File: src/rtl/core/selt_pkg.sv
// package: item types, event codes, controller states and command/status structs
package selt_pkg;

    localparam logic [1:0] OP_ACQUIRE = 2'd0;
    localparam logic [1:0] OP_RELEASE = 2'd1;
    localparam logic [1:0] OP_TICK    = 2'd2;
    localparam logic [1:0] OP_NOP     = 2'd3;

    localparam logic [2:0] EV_GRANTED      = 3'd0;
    localparam logic [2:0] EV_GRANTED_WAIT = 3'd1;
    localparam logic [2:0] EV_WAITING      = 3'd2;
    localparam logic [2:0] EV_DEADLOCK     = 3'd3;
    localparam logic [2:0] EV_TIMEOUT      = 3'd4;
    localparam logic [2:0] EV_INVALID      = 3'd5;
    localparam logic [2:0] EV_RELEASED     = 3'd6;

    localparam logic [15:0] TIMEOUT_RESET = 16'd5000;

    typedef struct packed {
        logic [1:0] operation;
        logic [3:0] txn;
        logic [5:0] resource;
        logic       mode;
    } t_in_item;

    typedef struct packed {
        logic [2:0] event_res;
        logic [3:0] event_txn;
        logic [5:0] event_resource;
        logic       last;
    } t_out_item;

    typedef enum logic [3:0] {
        ST_INIT,
        ST_IDLE,
        ST_DISPATCH,
        ST_HEAD,
        ST_ACQ_CHK,
        ST_BFS_EVAL,
        ST_BFS_NEXT,
        ST_BFS_WAIT,
        ST_REL_RD,
        ST_REL_CLR,
        ST_REL_GCHK,
        ST_REL_NEXT,
        ST_TICK_SCAN,
        ST_TICK_CHK,
        ST_FINISH
    } t_state;

    typedef enum logic [1:0] {
        TS_ITEM,
        TS_BEST,
        TS_SCAN
    } t_txn_sel;

    typedef enum logic [1:0] {
        RS_ITEM,
        RS_ZERO,
        RS_CUR
    } t_res_sel;

    typedef struct packed {
        logic       in_ready;
        logic       row_zero;
        logic       res_inc;
        logic       res_zero;
        logic       res_scan;
        logic       head_start;
        logic       head_step;
        logic       enqueue;
        logic       bfs_init;
        logic       bfs_eval;
        logic       bfs_expand;
        logic       row_clear;
        logic       row_grant;
        logic       pend_clr;
        t_txn_sel   tsel;
        logic       emit;
        logic [2:0] ev_code;
        t_res_sel   ev_rsel;
        logic       age_inc;
        logic       w_one;
        logic       w_inc;
        logic       flush;
    } t_cmd;

    typedef struct packed {
        logic       in_valid;
        logic [1:0] op;
        logic       bad;
        logic       t_pend;
        logic       sc_last;
        logic       w_last;
        logic       res_last;
        logic       holds;
        logic       compat;
        logic       best_zero;
        logic       best_eq_w;
        logic       waiter_on_cur;
        logic       w_due;
        logic       reached_start;
        logic       next_found;
        logic       emit_ok;
        logic       hold_v;
        logic       out_free;
    } t_sts;

endpackage

File: src/rtl/core/selt_ctrl.sv
// controller state machine sequencing acquire, release and tick items
module selt_ctrl (
    input  logic           i_clk,
    input  logic           i_rst_n,
    input  selt_pkg::t_sts i_sts,
    output selt_pkg::t_cmd o_cmd
);
    import selt_pkg::*;

    t_state r_state, n_state;
    t_state r_ret, n_ret;

    always_ff @(posedge i_clk) begin
        if (!i_rst_n) begin
            r_state <= ST_INIT;
            r_ret   <= ST_IDLE;
        end else begin
            r_state <= n_state;
            r_ret   <= n_ret;
        end
    end

    always_comb begin
        n_state = r_state;
        n_ret   = r_ret;
        o_cmd   = '0;
        case (r_state)
            ST_INIT: begin
                o_cmd.row_zero = 1'b1;
                o_cmd.res_inc  = 1'b1;
                if (i_sts.res_last) begin
                    n_state = ST_IDLE;
                end
            end
            ST_IDLE: begin
                o_cmd.in_ready = 1'b1;
                if (i_sts.in_valid) begin
                    n_state = ST_DISPATCH;
                end
            end
            ST_DISPATCH: begin
                o_cmd.tsel = TS_ITEM;
                case (i_sts.op)
                    OP_ACQUIRE: begin
                        if (i_sts.bad || i_sts.t_pend) begin
                            o_cmd.emit    = 1'b1;
                            o_cmd.ev_code = EV_INVALID;
                            o_cmd.ev_rsel = RS_ITEM;
                            n_state       = ST_FINISH;
                        end else begin
                            o_cmd.head_start = 1'b1;
                            n_ret            = ST_ACQ_CHK;
                            n_state          = ST_HEAD;
                        end
                    end
                    OP_RELEASE: begin
                        o_cmd.emit    = 1'b1;
                        o_cmd.ev_rsel = RS_ZERO;
                        if (i_sts.bad) begin
                            o_cmd.ev_code = EV_INVALID;
                            n_state       = ST_FINISH;
                        end else begin
                            o_cmd.ev_code  = EV_RELEASED;
                            o_cmd.pend_clr = 1'b1;
                            o_cmd.res_zero = 1'b1;
                            n_state        = ST_REL_RD;
                        end
                    end
                    OP_TICK: begin
                        o_cmd.age_inc = 1'b1;
                        o_cmd.w_one   = 1'b1;
                        n_state       = ST_TICK_SCAN;
                    end
                    default: begin
                        n_state = ST_FINISH;
                    end
                endcase
            end
            ST_HEAD: begin
                o_cmd.head_step = 1'b1;
                if (i_sts.sc_last) begin
                    n_state = r_ret;
                end
            end
            ST_ACQ_CHK: begin
                o_cmd.tsel    = TS_ITEM;
                o_cmd.ev_rsel = RS_ITEM;
                if (i_sts.holds || (i_sts.best_zero && i_sts.compat)) begin
                    o_cmd.row_grant = 1'b1;
                    o_cmd.emit      = 1'b1;
                    o_cmd.ev_code   = EV_GRANTED;
                    n_state         = ST_FINISH;
                end else begin
                    o_cmd.enqueue  = 1'b1;
                    o_cmd.bfs_init = 1'b1;
                    n_state        = ST_BFS_EVAL;
                end
            end
            ST_BFS_EVAL: begin
                o_cmd.bfs_eval = 1'b1;
                n_state        = ST_BFS_NEXT;
            end
            ST_BFS_NEXT: begin
                o_cmd.tsel    = TS_ITEM;
                o_cmd.ev_rsel = RS_ITEM;
                if (i_sts.reached_start) begin
                    o_cmd.pend_clr = 1'b1;
                    o_cmd.emit     = 1'b1;
                    o_cmd.ev_code  = EV_DEADLOCK;
                    n_state        = ST_FINISH;
                end else if (!i_sts.next_found) begin
                    o_cmd.emit    = 1'b1;
                    o_cmd.ev_code = EV_WAITING;
                    n_state       = ST_FINISH;
                end else begin
                    o_cmd.bfs_expand = 1'b1;
                    n_state          = ST_BFS_WAIT;
                end
            end
            ST_BFS_WAIT: begin
                n_state = ST_BFS_EVAL;
            end
            ST_REL_RD: begin
                n_state = ST_REL_CLR;
            end
            ST_REL_CLR: begin
                o_cmd.row_clear = 1'b1;
                if (i_sts.waiter_on_cur) begin
                    o_cmd.head_start = 1'b1;
                    n_ret            = ST_REL_GCHK;
                    n_state          = ST_HEAD;
                end else begin
                    n_state = ST_REL_NEXT;
                end
            end
            ST_REL_GCHK: begin
                o_cmd.tsel    = TS_BEST;
                o_cmd.ev_rsel = RS_CUR;
                if (i_sts.best_zero || (!i_sts.holds && !i_sts.compat)) begin
                    n_state = ST_REL_NEXT;
                end else if (i_sts.emit_ok) begin
                    o_cmd.row_grant  = 1'b1;
                    o_cmd.pend_clr   = 1'b1;
                    o_cmd.emit       = 1'b1;
                    o_cmd.ev_code    = EV_GRANTED_WAIT;
                    o_cmd.head_start = 1'b1;
                    n_ret            = ST_REL_GCHK;
                    n_state          = ST_HEAD;
                end
            end
            ST_REL_NEXT: begin
                if (i_sts.res_last) begin
                    n_state = ST_FINISH;
                end else begin
                    o_cmd.res_inc = 1'b1;
                    n_state       = ST_REL_RD;
                end
            end
            ST_TICK_SCAN: begin
                if (i_sts.w_due) begin
                    o_cmd.res_scan   = 1'b1;
                    o_cmd.head_start = 1'b1;
                    n_ret            = ST_TICK_CHK;
                    n_state          = ST_HEAD;
                end else if (i_sts.w_last) begin
                    n_state = ST_FINISH;
                end else begin
                    o_cmd.w_inc = 1'b1;
                end
            end
            ST_TICK_CHK: begin
                o_cmd.tsel    = TS_SCAN;
                o_cmd.ev_rsel = RS_CUR;
                if (i_sts.emit_ok) begin
                    o_cmd.pend_clr = 1'b1;
                    o_cmd.emit     = 1'b1;
                    if (i_sts.holds || (i_sts.best_eq_w && i_sts.compat)) begin
                        o_cmd.row_grant = 1'b1;
                        o_cmd.ev_code   = EV_GRANTED_WAIT;
                    end else begin
                        o_cmd.ev_code = EV_TIMEOUT;
                    end
                    if (i_sts.w_last) begin
                        n_state = ST_FINISH;
                    end else begin
                        o_cmd.w_inc = 1'b1;
                        n_state     = ST_TICK_SCAN;
                    end
                end
            end
            ST_FINISH: begin
                if (!i_sts.hold_v) begin
                    n_state = ST_IDLE;
                end else if (i_sts.out_free) begin
                    o_cmd.flush = 1'b1;
                    n_state     = ST_IDLE;
                end
            end
            default: begin
                n_state = ST_IDLE;
            end
        endcase
    end

endmodule

File: config.mk
export PLATFORM = sky130hd
export DESIGN_NAME = selt_ctrl
export DESIGN_NICKNAME = d
export VERILOG_FILES = /design/src/rtl/core/selt_pkg.sv /design/src/rtl/core/selt_ctrl.sv
export SDC_FILE = /design/constraint.sdc
export NUM_CORES = 1
export LEC_CHECK = 0
export ABC_AREA = 1
export BUFFER_PORTS_ARGS = -buffer_cell sky130_fd_sc_hd__clkbuf_2
export CORE_MARGIN = 2
export CORE_UTILIZATION = 30
export DETAILED_ROUTE_END_ITERATION = 10
export HOLD_SLACK_MARGIN = 0.08
export SYNTH_ARGS = -nofsm -noshare
export SYNTH_HDL_FRONTEND = slang
export SYNTH_SLANG_ARGS = --single-unit
File: constraint.sdc
create_clock -name i_clk -period 4.4 [get_ports i_clk]
set_clock_uncertainty 0.15 [all_clocks]
set_input_delay 0.88 -clock i_clk [delete_from_list [all_inputs] [get_ports i_clk]]
set_output_delay 0.88 -clock i_clk [all_outputs]
set_load 0.02 [all_outputs]
==> metrics.cfg <==
[yosys]
ys_seq_area_frac=0.143
netlist-cell-type-count=21
syn_avg_cell_area_um2=5.20
synthesis.nets=243
yosysTopAreaCell=nand2_1
synth_area_leaders=nand2_1, dfxtp_1, nor2_1
synth_top_area_share=0.220
netlist_area_um2=1120
synthCells=216
ys_ff_latch=8
yosysWarnings=0

[route]
drt-total-wl_um=3430
drt_iter0_markers=106
ant_nets=0
vias_per_cell=4.78
route.detailed.drc=0
first_pass_iters=4
dr_total_vias=1486
wl_per_cell_um=11.0

[floorplanning]
die_h_um=65.2
rows=22
core_um2=3630
dieArea_um2=4250
pin_count=47
initial_core_util=0.309
dieWidth_um=65.2

[clock_tree]
htree_num_levels=1
cts_inserted_buffers=3
insertion_delay_ns=0.22
post-cts-setup-buffers=0
clockRootBuffer=clkbuf_8
cts_buffer_depth=2
clock-sinks=8
cts_tree=built
post_cts_resized=0
ctsHoldBuffers=0
path_clk_slew_ns=0.04

[sta]
fin_crit_ns=2.93
fmax_mhz=341
drv_slew=0
post-route-period-util=0.666
hold_ws_ns=0.305
rsz0062_at_grt=no
max_slew_margin=0.676
finalHoldViolations=0
fin_tns_setup_ns=0
worst_pin_slew_ns=0.484
setup_violations=0

[min_path]
hold_path.class=reg -> reg
hp-start=r_ret[1]$_SDFFE_PN0P_

[worst_setup_path]
worstSetupEndpoint=o_cmd[12]
reg2reg_to=r_state[2]$_SDFFE_PN0P_
end_kind=output pin
crit_path_start_kind=input port
r2r-start=r_state[0]$_SDFFE_PN0P_
critPathKind=in -> out
cp.required_ns=3.37
cp.arrival_ns=1.90
ff2ff_path_depth=8
cp_max_fo=4
rrSetupSlack_ns=2.63
cp-startpoint=i_sts[17]

[place]
place.gp.congestion=0.980
hpwl_um=2920
port_buffers=46

[grt]
antenna_found_initial=0
grt_usage=0.166
grt_first_pass_wirelength_um=5570
grt_max_degree=8
grt-ovfl-total=0
grt_pass1_vias=1306

[power]
ir_drop_mv=0.101
power_density_nw_per_um2=416
power_uw=599
leakage_nw=0.917

[layout]
antennaDiodeCount=0
fin_nets=292
utilization=0.396
drive_gt1_frac=0.228
synthToLayoutAreaGrowth_pct=28.2

[flow_run]
maxCapViolCount=0

[status]
status=finished clean

## layer usage
layer  up-vias  global-route usage  share of wire
met3         4              0.0394          0.071
met5         -                   0              0
li1        772                   -              -
met1       665               0.214           0.46
met4         0              0.0365         0.0050
met2        45               0.281           0.47
## worst max-delay path, cell delays in order
cell and delay, ns:
clkbuf_2 0.10, inv_1 0.11, ha_1 0.17, inv_1 0.06
nor3_1 0.23, inv_1 0.09, nand3_1 0.09, clkbuf_2 0.16
## flip-flops by register name, summed over array words and instances (netlist names)
register and cells:
r_ret 4, r_state 4
## Yosys cell counts
cell type	number
inv_2	1
nand2_1	66
nor3_1	2
o31ai_1	2
nor2_2	4
inv_1	33
ha_1	6
nand3b_1	5
nor2_4	2
o22ai_1	1
o21bai_1	1
or2_2	1
nand4_1	2
buf_4	2
a21oi_1	11
dfxtp_1	8
nor2_1	39
o21ai_0	4
nand3_1	22
nand2_2	3
o21ai_1	1
## kinds of logic (layout without fill, tap and decap cells)
kind of cell,count (synthesis),in the layout,share of synthesized area
DFF,8,8,0.143
adders and majority gates,6,6,0.0668
and+or+nand+nor,146,146,0.567
buffers and inverters,36,83,0.127
AOI/OAI and AO/OA,20,20,0.0969
## layout make-up
type | instances | area (µm²)
well taps | 48 | 60.1
repair buffers | 46 | 230
flip-flops and latches | 8 | 160
fillers | 433 | 2190
inverters | 34 | 128
multi-input cells | 172 | 821
clock buffers | 3 | 41.3
## layout by cell type, fill, tap and decap left out
cell type,count
or2_2,1
nand4_1,2
nor2_1,39
nand2_2,3
o22ai_1,1
dfxtp_1,8
inv_1,33
o21ai_0,4
nor2_2,4
o21ai_1,1
nor2_4,2
nor3_1,2
clkbuf_2,46
a21oi_1,11
o21bai_1,1
ha_1,6
clkbuf_8,3
nand2_1,66
o31ai_1,2
nand3b_1,5
inv_2,1
nand3_1,22
## worst min-delay path by stage
stage,to,slack [ns],cells past startpoint
final,r_ret[1]$_SDFFE_PN0P_,0.31,2
after global routing,r_ret[1]$_SDFFE_PN0P_,0.32,2
after CTS,r_ret[1]$_SDFFE_PN0P_,0.31,2
after detailed placement,r_ret[0]$_SDFFE_PN1P_,0.30,2
after global placement,r_ret[0]$_SDFFE_PN1P_,0.29,2
after floorplan,r_ret[2]$_SDFFE_PN0P_,0.28,2
## stage by stage
stage	setup slack, ns	instances	instance area, µm²
after CTS	1.44	311	1440
after detailed placement	1.44	308	1400
after floorplan	1.31	216	1120
after global placement	1.49	308	1400
after global routing	1.34	311	1440
final	1.47	311	1440
## report_power, final
part,internal (mW),switching [mW],leakage [nW]
combinational,0.121,0.273,0.830
sequential,0.0941,0.0252,0.0652
clock,0.0591,0.0269,0.0216
total,0.274,0.325,0.917
Note: power is estimated with default switching activity, not from simulation.
